--- src/rtl/core/strl_pkg.sv ---
// Shared constants, types and the escape decode function of the string literal unescaper.
`timescale 1ns / 1ps

package strl_pkg;

    // Default size of the decoded buffer, terminator included.
    localparam int MAX_LEN_DEFAULT = 1024;

    localparam int CH_W  = 8;
    localparam int LEN_W = 12;

    // Parser phases.
    localparam logic [1:0] PH_IDLE = 2'd0;
    localparam logic [1:0] PH_BODY = 2'd1;
    localparam logic [1:0] PH_ESC  = 2'd2;

    // Result kinds.
    localparam logic [1:0] K_BYTE = 2'd0;
    localparam logic [1:0] K_DONE = 2'd1;
    localparam logic [1:0] K_ERR  = 2'd2;

    // Error codes.
    localparam logic [2:0] E_NONE    = 3'd0;
    localparam logic [2:0] E_NOQUOTE = 3'd1;
    localparam logic [2:0] E_NUL     = 3'd2;
    localparam logic [2:0] E_ESC     = 3'd3;
    localparam logic [2:0] E_OVER    = 3'd4;

    // Source characters with a meaning of their own.
    localparam logic [CH_W-1:0] CH_NUL    = 8'h00;
    localparam logic [CH_W-1:0] CH_QUOTE  = 8'h22;
    localparam logic [CH_W-1:0] CH_BSLASH = 8'h5C;

    typedef struct packed {
        logic [1:0]       kind;
        logic [CH_W-1:0]  byte_out;
        logic [2:0]       error_code;
        logic [LEN_W-1:0] token_length;
        logic             last;
    } strl_result_t;

    typedef struct packed {
        logic            ok;
        logic [CH_W-1:0] value;
    } strl_esc_t;

    // Maps the letter after a backslash to the byte it stands for.
    function automatic strl_esc_t decode_escape(input logic [CH_W-1:0] c);
        strl_esc_t r;
        r.ok = 1'b1;
        unique case (c)
            8'h6E:   r.value = 8'd10;  // n
            8'h74:   r.value = 8'd9;   // t
            8'h76:   r.value = 8'd11;  // v
            8'h62:   r.value = 8'd8;   // b
            8'h72:   r.value = 8'd13;  // r
            8'h66:   r.value = 8'd12;  // f
            8'h61:   r.value = 8'd7;   // a
            8'h5C:   r.value = 8'd92;  // backslash
            8'h3F:   r.value = 8'd63;  // question mark
            8'h22:   r.value = 8'd34;  // double quote
            8'h30:   r.value = 8'd0;   // zero
            default:
            begin
                r.ok    = 1'b0;
                r.value = 8'd0;
            end
        endcase
        return r;
    endfunction

endpackage

--- src/rtl/core/strl_if.sv ---
// Valid/ready channel interfaces for source bytes and decoded results.
`timescale 1ns / 1ps

interface strl_in_if;
    logic       valid;
    logic       ready;
    logic       start_req;
    logic [7:0] ch;

    modport source (output valid, output start_req, output ch, input ready);
    modport sink   (input valid, input start_req, input ch, output ready);
endinterface

interface strl_out_if;
    logic        valid;
    logic        ready;
    logic [1:0]  kind;
    logic [7:0]  byte_out;
    logic [2:0]  error_code;
    logic [11:0] token_length;
    logic        last;

    modport source (output valid, output kind, output byte_out, output error_code,
                    output token_length, output last, input ready);
    modport sink   (input valid, input kind, input byte_out, input error_code,
                    input token_length, input last, output ready);
endinterface

--- src/rtl/core/strl_step.sv ---
// Parser state and the per-byte decode step of the string literal unescaper.
`timescale 1ns / 1ps

module strl_step #(
    parameter int MAX_LEN = strl_pkg::MAX_LEN_DEFAULT,
    parameter int WC_W    = $clog2(MAX_LEN + 1)
) (
    input  logic                      clk,
    input  logic                      rst_n,
    input  logic                      adv,
    input  logic                      start_req,
    input  logic [strl_pkg::CH_W-1:0] ch,
    output logic                      has_res,
    output strl_pkg::strl_result_t    res,
    output logic [1:0]                phase,
    output logic [WC_W-1:0]           written_count
);

    logic [1:0]                 phase_reg, phase_next;
    logic [WC_W-1:0]            wc_reg, wc_next;
    logic [strl_pkg::LEN_W-1:0] cc_reg, cc_next;
    logic [strl_pkg::LEN_W-1:0] cc_inc;
    strl_pkg::strl_esc_t        esc;

    assign cc_inc        = cc_reg + 12'd1;
    assign esc           = strl_pkg::decode_escape(ch);
    assign phase         = phase_reg;
    assign written_count = wc_reg;

    always_comb
    begin
        phase_next = phase_reg;
        wc_next    = wc_reg;
        cc_next    = cc_reg;
        has_res    = 1'b0;
        res        = '0;

        if (start_req)
        begin
            wc_next = '0;
            cc_next = 12'd1;
            if (ch != strl_pkg::CH_QUOTE)
            begin
                phase_next     = strl_pkg::PH_IDLE;
                has_res        = 1'b1;
                res.kind       = strl_pkg::K_ERR;
                res.error_code = strl_pkg::E_NOQUOTE;
                res.last       = 1'b1;
            end
            else
            begin
                phase_next = strl_pkg::PH_BODY;
            end
        end
        else
        begin
            unique case (phase_reg)
                strl_pkg::PH_ESC:
                begin
                    cc_next = cc_inc;
                    has_res = 1'b1;
                    if (!esc.ok)
                    begin
                        phase_next     = strl_pkg::PH_IDLE;
                        res.kind       = strl_pkg::K_ERR;
                        res.error_code = strl_pkg::E_ESC;
                        res.last       = 1'b1;
                    end
                    else
                    begin
                        wc_next      = wc_reg + 1'b1;
                        phase_next   = strl_pkg::PH_BODY;
                        res.kind     = strl_pkg::K_BYTE;
                        res.byte_out = esc.value;
                    end
                end
                strl_pkg::PH_BODY:
                begin
                    cc_next = cc_inc;
                    if (wc_reg >= WC_W'(MAX_LEN))
                    begin
                        phase_next     = strl_pkg::PH_IDLE;
                        has_res        = 1'b1;
                        res.kind       = strl_pkg::K_ERR;
                        res.error_code = strl_pkg::E_OVER;
                        res.last       = 1'b1;
                    end
                    else if (ch == strl_pkg::CH_NUL)
                    begin
                        phase_next     = strl_pkg::PH_IDLE;
                        has_res        = 1'b1;
                        res.kind       = strl_pkg::K_ERR;
                        res.error_code = strl_pkg::E_NUL;
                        res.last       = 1'b1;
                    end
                    else if (ch == strl_pkg::CH_QUOTE)
                    begin
                        wc_next          = wc_reg + 1'b1;
                        phase_next       = strl_pkg::PH_IDLE;
                        has_res          = 1'b1;
                        res.kind         = strl_pkg::K_DONE;
                        res.token_length = cc_inc;
                        res.last         = 1'b1;
                    end
                    else if (ch == strl_pkg::CH_BSLASH)
                    begin
                        phase_next = strl_pkg::PH_ESC;
                    end
                    else
                    begin
                        wc_next      = wc_reg + 1'b1;
                        has_res      = 1'b1;
                        res.kind     = strl_pkg::K_BYTE;
                        res.byte_out = ch;
                    end
                end
                default:
                begin
                    // Bytes outside an attempt are dropped.
                end
            endcase
        end
    end

    always_ff @(posedge clk or negedge rst_n)
    begin
        if (!rst_n)
        begin
            phase_reg <= strl_pkg::PH_IDLE;
            wc_reg    <= '0;
            cc_reg    <= '0;
        end
        else if (adv)
        begin
            phase_reg <= phase_next;
            wc_reg    <= wc_next;
            cc_reg    <= cc_next;
        end
    end

endmodule

--- src/rtl/core/strl_outreg.sv ---
// Result register that drives the output channel.
`timescale 1ns / 1ps

module strl_outreg (
    input  logic                   clk,
    input  logic                   rst_n,
    input  logic                   load,
    input  strl_pkg::strl_result_t res_in,
    output logic                   can_load,
    strl_out_if.source             res
);

    logic                   valid_reg, valid_next;
    strl_pkg::strl_result_t data_reg;

    // The register may be refilled when it is empty or being drained now.
    assign can_load   = !valid_reg || res.ready;
    assign valid_next = can_load ? load : valid_reg;

    always_ff @(posedge clk or negedge rst_n)
    begin
        if (!rst_n)
        begin
            valid_reg <= 1'b0;
        end
        else
        begin
            valid_reg <= valid_next;
        end
    end

    always_ff @(posedge clk)
    begin
        if (can_load && load)
        begin
            data_reg <= res_in;
        end
    end

    assign res.valid        = valid_reg;
    assign res.kind         = data_reg.kind;
    assign res.byte_out     = data_reg.byte_out;
    assign res.error_code   = data_reg.error_code;
    assign res.token_length = data_reg.token_length;
    assign res.last         = data_reg.last;

endmodule

--- src/rtl/core/string_literal_unescape.sv ---
// Top level of the C string literal unescaper: input register, decode step, result register.
//
//   Channel | Direction | Payload                                         | Handshake
//   --------+-----------+-------------------------------------------------+------------
//   src     | in        | start_req, ch                                   | valid/ready
//   res     | out       | kind, byte_out, error_code, token_length, last  | valid/ready
//
// Each source byte is held in the input register, where the decode step updates
// the parser state and forms at most one result, and the result is registered
// in the output register; one byte is taken in every cycle while results drain.
// Reset (rst_n, asynchronous, active low) empties both registers and leaves the
// parser waiting for a request with start_req set.
// A byte that yields no result (opening quote, backslash, byte outside an attempt)
// moves on even while the result register is held by the sink. A byte that yields
// a result waits in the input register until the result register frees, and the
// source is then held off.
`timescale 1ns / 1ps

module string_literal_unescape #(
    parameter int MAX_LEN = strl_pkg::MAX_LEN_DEFAULT
) (
    input  logic       clk,
    input  logic       rst_n,
    strl_in_if.sink    src,
    strl_out_if.source res
);

    localparam int WC_W = $clog2(MAX_LEN + 1);

    // Input register.
    logic                      in_v_reg, in_v_next;
    logic                      start_reg;
    logic [strl_pkg::CH_W-1:0] ch_reg;

    logic                   src_take;
    logic                   adv;
    logic                   has_res;
    logic                   can_load;
    strl_pkg::strl_result_t step_res;
    logic [1:0]             phase;
    logic [WC_W-1:0]        written_count;

    // The held request advances when it either needs no result slot or the
    // result register can take its result in this cycle.
    assign adv       = in_v_reg && (can_load || !has_res);
    assign src.ready = !in_v_reg || adv;
    assign src_take  = src.valid && src.ready;

    assign in_v_next = src_take ? 1'b1 : (adv ? 1'b0 : in_v_reg);

    always_ff @(posedge clk or negedge rst_n)
    begin
        if (!rst_n)
        begin
            in_v_reg <= 1'b0;
        end
        else
        begin
            in_v_reg <= in_v_next;
        end
    end

    always_ff @(posedge clk)
    begin
        if (src_take)
        begin
            start_reg <= src.start_req;
            ch_reg    <= src.ch;
        end
    end

    // Parser state and the per-byte decision.
    strl_step #(
        .MAX_LEN (MAX_LEN),
        .WC_W    (WC_W)
    ) u_step (
        .clk           (clk),
        .rst_n         (rst_n),
        .adv           (adv),
        .start_req     (start_reg),
        .ch            (ch_reg),
        .has_res       (has_res),
        .res           (step_res),
        .phase         (phase),
        .written_count (written_count)
    );

    // Result register toward the sink.
    strl_outreg u_outreg (
        .clk      (clk),
        .rst_n    (rst_n),
        .load     (adv && has_res),
        .res_in   (step_res),
        .can_load (can_load),
        .res      (res)
    );

    // The decoded buffer never holds more than its size.
    a_written_bound: assert property (@(posedge clk) disable iff (!rst_n)
        written_count <= WC_W'(MAX_LEN))
        else $error("decoded byte count beyond buffer size");

    // A held request that cannot advance keeps its byte.
    a_hold_request: assert property (@(posedge clk) disable iff (!rst_n)
        (in_v_reg && !adv) |=> (in_v_reg && $stable(ch_reg) && $stable(start_reg)))
        else $error("stalled request lost or changed");

    // The byte after a backslash always leaves the escape phase.
    a_escape_leaves: assert property (@(posedge clk) disable iff (!rst_n)
        (adv && phase == strl_pkg::PH_ESC) |=> (phase != strl_pkg::PH_ESC))
        else $error("parser stuck after backslash");

    // Error results close the attempt and carry a cause.
    a_error_result: assert property (@(posedge clk) disable iff (!rst_n)
        (res.valid && res.kind == strl_pkg::K_ERR)
            |-> (res.last && res.error_code != strl_pkg::E_NONE))
        else $error("error result without cause or last flag");

endmodule

--- src/flat_wrapper.sv ---
// flat-port wrapper written by rule: the top's interface ports become plain ports
module string_literal_unescape_flat 
#(
    parameter int MAX_LEN = strl_pkg::MAX_LEN_DEFAULT
)
  (clk, rst_n, src_valid, src_start_req, src_ch, src_ready, res_valid, res_kind, res_byte_out, res_error_code, res_token_length, res_last, res_ready);
  strl_in_if src_i ();
  strl_out_if res_i ();
  input  logic clk;
  input  logic rst_n;
  input wire logic [$bits(src_i.valid)-1:0] src_valid;
  input wire logic [$bits(src_i.start_req)-1:0] src_start_req;
  input wire logic [$bits(src_i.ch)-1:0] src_ch;
  output wire logic [$bits(src_i.ready)-1:0] src_ready;
  output wire logic [$bits(res_i.valid)-1:0] res_valid;
  output wire logic [$bits(res_i.kind)-1:0] res_kind;
  output wire logic [$bits(res_i.byte_out)-1:0] res_byte_out;
  output wire logic [$bits(res_i.error_code)-1:0] res_error_code;
  output wire logic [$bits(res_i.token_length)-1:0] res_token_length;
  output wire logic [$bits(res_i.last)-1:0] res_last;
  input wire logic [$bits(res_i.ready)-1:0] res_ready;
  assign src_i.valid = src_valid;
  assign src_i.start_req = src_start_req;
  assign src_i.ch = src_ch;
  assign src_ready = src_i.ready;
  assign res_valid = res_i.valid;
  assign res_kind = res_i.kind;
  assign res_byte_out = res_i.byte_out;
  assign res_error_code = res_i.error_code;
  assign res_token_length = res_i.token_length;
  assign res_last = res_i.last;
  assign res_i.ready = res_ready;
  string_literal_unescape #(.MAX_LEN(MAX_LEN)) u_core (.clk(clk), .rst_n(rst_n), .src(src_i), .res(res_i));
endmodule
--- config.mk ---
export PLATFORM = sky130hd
export DESIGN_NAME = string_literal_unescape_flat
export DESIGN_NICKNAME = d
export VERILOG_FILES = /design/src/rtl/core/strl_pkg.sv /design/src/rtl/core/strl_if.sv /design/src/rtl/core/strl_step.sv /design/src/rtl/core/strl_outreg.sv /design/src/rtl/core/string_literal_unescape.sv /design/src/flat_wrapper.sv
export SDC_FILE = /design/constraint.sdc
export NUM_CORES = 1
export LEC_CHECK = 0
export BUFFER_PORTS_ARGS = -buffer_cell sky130_fd_sc_hd__clkbuf_2
export CAP_MARGIN = 20
export CORE_MARGIN = 1
export CORE_UTILIZATION = 35
export CTS_CLUSTER_DIAMETER = 50
export DETAILED_ROUTE_END_ITERATION = 6
export GPL_TIMING_DRIVEN = 0
export HOLD_SLACK_MARGIN = 0.06
export PLACE_DENSITY_LB_ADDON = 0.25
export SYNTH_ARGS = -nofsm -noshare
export SYNTH_HDL_FRONTEND = slang
export SYNTH_SLANG_ARGS = --single-unit
--- constraint.sdc ---
create_clock -name clk -period 2.6 [get_ports clk]
set_clock_uncertainty 0.1 [all_clocks]
set_input_delay 0.13 -clock clk [delete_from_list [all_inputs] [get_ports clk]]
set_output_delay 0.13 -clock clk [all_outputs]
set_load 0.1 [all_outputs]
==> results.tsv, run 1 <==
metric	value	unit
whs_endpoint	u_core.u_outreg.res.valid$_DFFE_PN0P_	
grt_usage	16.69	%
syn_to_final_growth	27.28	%
fmax	0.3991	GHz
synth_compound_area_share	17.33	%
finalHoldViolations	0	
rr_startpoint	u_core.u_step.phase[0]$_DFFE_PN0P_	
whs	191.8	ps
hold_path_class	primary input to register	
max-slew-margin-rel	52.49	%
tns	0	ps
synth_mux_area_share	0.9280	%
vias_per_cell	5.220	
synth_async_sr_flop_share	43.55	%
setup_viol	0	
cts_max_level	3	
rows	35	
tightest_slew	712.7	ps
synth_fa_ha_area_share	1.856	%
worstReg2RegEnd	u_core.u_step.written_count[2]$_DFFE_PN0P_	
route.detailed.drc	0	
critical_path_class	register to output port	
grt_max_degree	28	
numCtsBuffers	9	
drv_cap	0	
start_util	36.31	%
crit_fanout	10	
cp-start-kind	register	
root_buffer	clkbuf_8	
arrival	2280	ps
total_power	3.778	mW
syn_inst	337	
fp.dieArea	10030	sq um
r2r.worst_path.cells	9	
die_w	100.1	um
grt-ovfl-total	0	
synth_flop_cell	edfxtp_1	
hold_depth	3	
leakagePower	1.629	nW
synth.avg_cell_area	10.00	sq um
grt_first_pass_wirelength	12970	um
hpwl	5240	um
syn_nets	355	
min_period_over_period	96.36	%
place_ws	-432.2	ps
synth_edf_count	35	
clk_latency	340	ps
ios	41	
slew_violations	0	
gp_congestion	0.8138	
rrSetupSlack	120	ps
n_antenna_cell	0	
worst_slack	94.59	ps
cts_max_path_buffers	2	
wl_per_cell	14.49	um
portBuffers	40	
pwr_density_cell	880.7	nW/um^2
drive_gt1_share	26.70	%
core_area	9284	sq um
yosysSeqAreaShare	51.22	%
crit_required	2370	ps
clock-sinks	62	
rsz0062_at_grt	yes	
clk_pin_slew	80	ps
yosys.area_share.simple	23.01	%
yosysWarnings	0	
synth_xor_area_share	1.819	%
antenna_found_initial	0	
vdd_ir_drop_max	0.0003250	V
cts_tree	built	
ant_nets	0	
critPathCaptureType	output port	
via_count	2824	
syn_area	3371	sq um
synth_cell_types	56	
synth_seq_cells	62	
outcome	completed	
finalCriticalPeriod	2505	ps
synth_top_family_by_area	simple AND/OR/NAND/NOR gates	
die_height	100.1	um
fin_nets	425	
first_pass_iters	4	
drtIter0Drc	211	
grt_pass1_vias	2670	
hold_path_startpoint	res_ready	
drt_wl_total	7841	um
stage by stage:
stage	cells	cell area (sq um)	util [%]
after global placement	506	3732	40.20
final	541	4290	46.21
after global routing	541	4290	46.21
after detailed placement	506	3732	40.20
after floorplan	337	3371	-
after CTS	533	4130	44.49
placed cells by master, fill, tap and decap left out, types with 8 or more instances in the layout:
master / count
clkbuf_2: 44
edfxtp_1: 35
nand2_1: 31
dfrtp_1: 27
nor2_1: 24
a21oi_1: 23
o21ai_0: 17
nand3_1: 12
nand2b_1: 12
o21ai_1: 12
inv_1: 11
buf_4: 11
dlygate4sd3_1: 11
clkbuf_8: 9
o31ai_1: 8
worst max-delay path, cell delays in order (launching register included):
cell	delay [ps]
edfxtp_1	380
buf_6	150
or4_4	500
buf_6	150
nor2_4	130
nand2_1	90
nand3_1	130
nor3_2	90
inv_1	110
buf_12	180
Yosys cell counts, drive strengths merged (2+ instances only):
cell,number,share of area [%]
edfxtp,35,31
nand2,32,3.6
o21ai,30,4.5
dfrtp,27,20
nor2,26,3.0
a21oi,23,3.4
nand3,14,2.1
nand2b,13,2.5
clkbuf,12,1.3
inv,11,1.2
nor3,9,1.3
nor2b,8,1.5
o311ai,8,2.1
o31ai,8,1.8
and3,6,1.1
buf,6,1.3
ha,5,1.9
or2,5,0.93
xor2,5,1.3
and2,4,0.74
nand3b,3,0.67
nand4,3,0.56
nand4b,3,0.78
o211ai,3,0.67
or3,3,0.56
a211oi,2,0.45
a31oi,2,0.37
and4,2,0.52
mux2i,2,0.59
nor3b,2,0.45
o21a,2,0.45
o32ai,2,0.52
o41ai,2,0.52
or4,2,0.56
xnor2,2,0.52
where the power goes:
| group | internal, mW | switching (mW) | total [mW] |
|---|---|---|---|
| clock | 0.533 | 0.395 | 0.928 |
| sequential | 1.24 | 0.133 | 1.38 |
| combinational | 0.350 | 1.12 | 1.47 |
worst max path at each step:
stage	from	cells after the start	end
floorplan	u_core.u_outreg.res.valid$_DFFE_PN0P_	5	u_core.u_step.cc_reg[11]$_DFFE_PN0P_
global placement	u_core.ch_reg[5]$_DFFE_PP_	6	u_core.u_outreg.res.byte_out[2]$_SDFFCE_PP0P_
detailed placement	u_core.ch_reg[5]$_DFFE_PP_	6	u_core.u_outreg.res.byte_out[0]$_SDFFCE_PP0P_
CTS	u_core.ch_reg[3]$_DFFE_PP_	9	u_core.u_step.written_count[6]$_DFFE_PN0P_
global route	u_core.u_step.phase[0]$_DFFE_PN0P_	10	u_core.u_step.cc_reg[5]$_DFFE_PN0P_
finish	u_core.ch_reg[3]$_DFFE_PP_	9	src_ready
area by class of cell:
cell class / instances / area, sq um
multi-input cells: 246 / 1642
plain buffers: 15 / 88.84
clock buffers: 9 / 123.9
flip-flops and latches: 62 / 1727
fillers: 919 / 4994
well taps: 129 / 161.4
repair buffers: 62 / 417.9
clock inverters: 7 / 88.84
inverters: 11 / 41.29
logic make-up after synthesis:
kind of cell               Yosys count
xor gates and xnor gates             7
adders and majority gates            5
and+or+nand+nor                    141
buffers and inverters               29
AOI/OAI and AO/OA                   90
DFF                                 62
muxes                                3
repair_timing:
action,4_1_cts,5_1_grt
endpoints found under the hold margin,37,0
pin swaps,1,4
hold buffers,11,0
buffers inserted,2,8
resized for setup,14,31
setup endpoints to repair,73,42
gates cloned,0,1
routing by layer:
metal / up-vias / part of all wire [%] / wire, um / global-route usage (%)
met2: 67 / 47 / 3713 / 25.61
li1: 1390 / - / - / -
met1: 1353 / 46 / 3621 / 22.66
met4: 0 / 2.4 / 190 / 8.027
met3: 14 / 4.0 / 316 / 3.273
met5: - / 0 / 0 / 0
Power figures use the tool's default switching activity.
==> run 2: changes to the inputs <==
--- a/config.mk
+++ b/config.mk
@@ -5,15 +5,16 @@
 export SDC_FILE = /design/constraint.sdc
 export NUM_CORES = 1
 export LEC_CHECK = 0
-export BUFFER_PORTS_ARGS = -buffer_cell sky130_fd_sc_hd__clkbuf_2
 export CAP_MARGIN = 20
 export CORE_MARGIN = 1
 export CORE_UTILIZATION = 35
 export CTS_CLUSTER_DIAMETER = 50
 export DETAILED_ROUTE_END_ITERATION = 6
+export DONT_BUFFER_PORTS = 1
 export GPL_TIMING_DRIVEN = 0
 export HOLD_SLACK_MARGIN = 0.06
 export PLACE_DENSITY_LB_ADDON = 0.25
 export SYNTH_ARGS = -nofsm -noshare
 export SYNTH_HDL_FRONTEND = slang
 export SYNTH_SLANG_ARGS = --single-unit
+export TNS_END_PERCENT = 100
==> run 2 against run 1 <==
  * Register-to-register slack lost 70 ps
  * Total power shrank 1.8%
  * Die area is the same
  * Clock-buffer cell count grew 1
  * Clock power grew 3.0%
  * Core utilization shrank 2.8 points
  * Sequential power grew 42%
  * Design area shrank 6.1%
  * Sequential share of layout area grew 2.6 points
  * Critical path type is now register to register
  * Largest power group is now registers
  * Highest routed layer unchanged
==> results.tsv, run 2 (same netlist as run 1, synthesis figures left out) <==
metric	value	unit
cp-start-kind	register	
slew_violations	0	
drtIter0Drc	142	
cts_max_level	3	
crit_path_end	u_core.ch_reg[4]$_DFFE_PP_	
clk_pin_slew	80	ps
crit_required	2500	ps
switching_share	43.61	%
syn_to_final_growth	19.52	%
grt_max_degree	28	
antenna_found_initial	0	
sequentialPowerShare	52.9	%
pwr_density_cell	921.2	nW/um^2
n_antenna_cell	0	
crit_fanout	9	
p_comb_share	21.4	%
critPathSlowestCell	edfxtp_1	
power.switching	1.619	mW
hpwl	5225	um
rsz0062_at_grt	yes	
critical_path_class	register to register	
setup_viol	0	
post-route-util	43.40	%
drv_cap	0	
core_area	9284	sq um
final_common_cell	edfxtp_1	
layout_common_cells	edfxtp_1, nand2_1, dfrtp_1, nor2_1, a21oi_1	
cts_max_path_buffers	2	
drive_gt1_share	17.17	%
critPathLaunch	u_core.ch_reg[7]$_DFFE_PP_	
cts_tree	built	
tightest_slew	912.4	ps
rrSetupSlack	50	ps
hold_depth	1	
leakagePower	1.427	nW
via_count	2638	
outcome	completed	
grt_usage	16.16	%
hold_path_class	primary input to register	
finalCriticalPeriod	2548	ps
ant_nets	0	
p_int	2.093	mW
grt_pass1_vias	2492	
start_util	36.31	%
vias_per_cell	5.319	
wl_per_cell	15.34	um
grt_first_pass_wirelength	12500	um
vdd_ir_drop_max	0.0003111	V
worstReg2RegEnd	u_core.ch_reg[4]$_DFFE_PP_	
die_w	100.1	um
numCtsBuffers	9	
clock-sinks	62	
critPathCaptureType	register	
clk_latency	350	ps
drt_wl_total	7611	um
root_buffer	clkbuf_8	
fin_nets	380	
fmax	0.3925	GHz
fp.dieArea	10030	sq um
p_clk_share	25.8	%
grt-ovfl-total	0	
ios	41	
first_pass_iters	4	
slowest_delay	520	ps
r2r.worst_path.cells	7	
max-slew-margin-rel	39.30	%
route.detailed.drc	0	
dpl_cell_area	3532	sq um
postLayoutCellArea	4029	sq um
min_period_over_period	98.00	%
rows	35	
portBuffers	0	
finalHoldViolations	0	
crit_chain	or4_4, buf_6, nor2_4, nand2_1, nand3_1, nor3_2, nor2b_2	
arrival	2450	ps
rr_startpoint	u_core.ch_reg[7]$_DFFE_PP_	
die_height	100.1	um
gp_congestion	0.8046	
==> run 2: power groups by stage <==
stage | registers [mW] | logic (mW) | clock network (mW)
3_5_place_dp | 1.98 | 0.692 | 0
4_1_cts | 1.96 | 0.746 | 0.976
5_1_grt | 1.99 | 0.888 | 1.02
3_3_place_gp | 1.97 | 0.678 | 0
6_report | 1.96 | 0.792 | 0.956
2_1_floorplan | 1.93 | 0.535 | 0
==> run 2: cell type report <==
type | count | area [sq um]
timing repair buffer | 16 | 160.2
fill | 904 | 5255
inverter | 11 | 43.79
buffer | 15 | 85.08
tap | 129 | 161.4
clock buffer | 10 | 137.6
multi-input combinational | 247 | 1628
sequential | 62 | 1728
clock inverter | 6 | 85.08
==> run 2: worst min path at each step <==
stage	start	to	slack, ps
6_report	src_valid	u_core.ch_reg[7]$_DFFE_PP_	70
5_1_grt	res_ready	u_core.u_outreg.res.valid$_DFFE_PN0P_	70
4_1_cts	res_ready	u_core.u_outreg.res.valid$_DFFE_PN0P_	70
3_5_place_dp	rst_n	u_core.u_step.cc_reg[1]$_DFFE_PN0P_	-260
3_3_place_gp	rst_n	u_core.u_step.cc_reg[1]$_DFFE_PN0P_	-260
2_1_floorplan	rst_n	u_core.in_v_reg$_DFFE_PN0P_	-270
==> run 2: routing by layer <==
layer	part of all wire, %	track usage (%)	vias to the layer above	routed length [um]
met1	48	21.67	1264	3658
li1	-	-	1297	-
met5	0	0	-	0
met4	1.5	5.686	0	112
met2	46	25.29	66	3535
met3	4.0	4.248	11	304
==> run 2: critical path: cells and delay by family (launching register included) <==
| family | cells | cell delay, ps |
|---|---|---|
| AND/OR/NAND/NOR | 6 | 1420 |
| flip-flops | 1 | 520 |
| buffers and inverters | 1 | 150 |
==> run 2: what timing repair did <==
item                       in CTS  in global routing
gates cloned                    0                  1
hold buffers                   12                  0
hold endpoints to repair       37                  0
setup buffers                   1                  3
gates resized for setup        16                 21
pin swaps                       1                  3
setup endpoints to repair      74                 78
==> run 2: stage by stage <==
stage	instances	total power, mW	setup slack (ps)	setup TNS, ps	hold slack [ps]
floorplan	337	2.470	29.64	0	-265.6
global placement	466	2.649	-554.9	-19460	-265.0
detailed placement	466	2.668	-559.9	-21890	-264.9
CTS	494	3.678	7.117	0	65.10
global route	496	3.896	-124.7	-1974	71.27
finish	496	3.711	52.02	0	68.46
==> run 3: changes to the inputs <==
--- a/config.mk
+++ b/config.mk
@@ -11,9 +11,9 @@
 export CTS_CLUSTER_DIAMETER = 50
 export DETAILED_ROUTE_END_ITERATION = 6
 export DONT_BUFFER_PORTS = 1
-export GPL_TIMING_DRIVEN = 0
 export HOLD_SLACK_MARGIN = 0.06
 export PLACE_DENSITY_LB_ADDON = 0.25
+export SETUP_SLACK_MARGIN = 0.1
 export SYNTH_ARGS = -nofsm -noshare
 export SYNTH_HDL_FRONTEND = slang
 export SYNTH_SLANG_ARGS = --single-unit
==> run 3 against run 2 <==
  * First-iteration DRC count down 15%
  * Fmax up 1.4%
  * Register-to-register slack better by 30 ps
  * Critical path depth up 2
  * Critical path type unchanged
  * Largest cell class unchanged
==> results.tsv, run 3 (same netlist as run 1, synthesis figures left out) <==
metric	value	unit
p_clk_share	21.8	%
crit_required	2720	ps
drive_gt1_share	29.30	%
sequentialPowerShare	50.9	%
grt_pass1_vias	2743	
antenna_found_initial	0	
drv_cap	0	
grt_usage	17.50	%
slew_violations	0	
rr_startpoint	u_core.ch_reg[6]$_DFFE_PP_	
grt_max_degree	28	
clk_latency	340	ps
cts_max_level	3	
hpwl	5708	um
setup_viol	0	
cp-start-kind	register	
outcome	completed	
finalCriticalPeriod	2513	ps
total_power	3.809	mW
critPathCaptureType	register	
arrival	2630	ps
portBuffers	0	
syn_to_final_growth	34.34	%
grtUsageMet3	3.969	%
cts_max_path_buffers	2	
core_area	9284	sq um
fmax	0.3979	GHz
hold_path_startpoint	src_valid	
p_int	2.156	mW
grt_first_pass_wirelength	13520	um
use_met1	23.23	%
fp.dieArea	10030	sq um
drtIter0Drc	120	
start_util	36.31	%
final_common_cell	buf_4	
rows	35	
critPathLaunch	u_core.ch_reg[6]$_DFFE_PP_	
fin_nets	426	
wl_per_cell	15.65	um
grt-ovfl-total	0	
cts_tree	built	
ios	41	
drt_wl_total	8483	um
vias_per_cell	5.299	
layout_common_cells	buf_4, edfxtp_1, nand2_1, dfrtp_1, nor2_1	
min_period_over_period	96.66	%
die_height	100.1	um
finalHoldViolations	0	
gp_congestion	0.8738	
crit_fanout	7	
pwr_density_cell	841.1	nW/um^2
tightest_slew	915.6	ps
hold_path_class	primary input to register	
route.detailed.drc	0	
use_met2	27.45	%
die_w	100.1	um
switching_share	43.39	%
vdd_ir_drop_max	0.0002656	V
clk_pin_slew	70	ps
root_buffer	clkbuf_8	
n_antenna_cell	0	
leakagePower	1.715	nW
busiest_layer	met2	
max-slew-margin-rel	39.09	%
power.switching	1.652	mW
critical_path_class	register to register	
first_pass_iters	4	
rsz0062_at_grt	yes	
p_comb_share	27.3	%
via_count	2872	
clock-sinks	62	
numCtsBuffers	9	
ant_nets	0	
post-route-util	48.77	%
## run 3: metrics by stage
step	area, sq um	setup WS [ps]	hold slack, ps	TNS [ps]	std cells
after detailed placement	3834	-44.35	-264.7	-85.16	495
after global placement	3826	-201.1	-264.7	-1580	494
final	4528	86.86	108.7	0	542
after global routing	4528	-20.36	120.4	-50.61	542
after CTS	4254	108.5	84.07	0	532
after floorplan	3374	130.7	-265.6	0	337
## run 3: worst paths after layout
path | to | slack (ps) | cells past startpoint
setup reg to reg | u_core.u_step.written_count[0]$_DFFE_PN0P_ | 90 | 9
hold reg to reg | u_core.u_step.cc_reg[10]$_DFFE_PN0P_ | 420 | 1
max in group asynchronous | u_core.u_outreg.res.valid$_DFFE_PN0P_ | 2100 | 2
hold / removal | u_core.ch_reg[3]$_DFFE_PP_ | 110 | 2
setup / recovery | u_core.u_step.written_count[0]$_DFFE_PN0P_ | 90 | 9
min in group asynchronous | u_core.u_step.cc_reg[2]$_DFFE_PN0P_ | 130 | 2
## run 3: power groups by stage
stage / Combinational [mW] / Clock [mW] / Sequential (mW)
2_1_floorplan: 0.536 / 0 / 1.94
3_3_place_gp: 0.841 / 0 / 1.95
3_5_place_dp: 0.855 / 0 / 1.95
4_1_cts: 0.925 / 0.861 / 1.93
5_1_grt: 1.13 / 0.899 / 1.97
6_report: 1.04 / 0.830 / 1.94
## run 3: area by class of cell
type,instances,area [sq um]
clock buffer,12,145.1
clock inverter,4,46.29
fill,842,4756
inverter,11,41.29
multi-input combinational,246,1727
sequential,62,1728
tap,129,161.4
timing repair buffer,78,679.4
## run 3: routing by layer
| metal | vias up | wire, um | part of all wire, % |
|---|---|---|---|
| li1 | 1381 | - | - |
| met1 | 1385 | 3888 | 46 |
| met2 | 88 | 4057 | 48 |
| met4 | 0 | 225 | 2.7 |
| met5 | - | 0 | 0 |
| met3 | 18 | 311 | 3.7 |
## run 3: what timing repair did
action / 4_1_cts / 5_1_grt
setup buffers: 8 / 10
hold buffers: 13 / 0
gates cloned: 0 / 0
setup endpoints to repair: 41 / 28
resized for setup: 6 / 38
pin swaps: 3 / 14
endpoints found under the hold margin: 38 / 0
## run 3: critical path, cell delays in order (launching register included)
cell and delay (ps):
edfxtp_1 400, buf_4 170, buf_4 130, or4_4 540, a211oi_4 280, o21a_1 180, a311oi_4 50, buf_6 160
buf_6 120, mux2_2 250
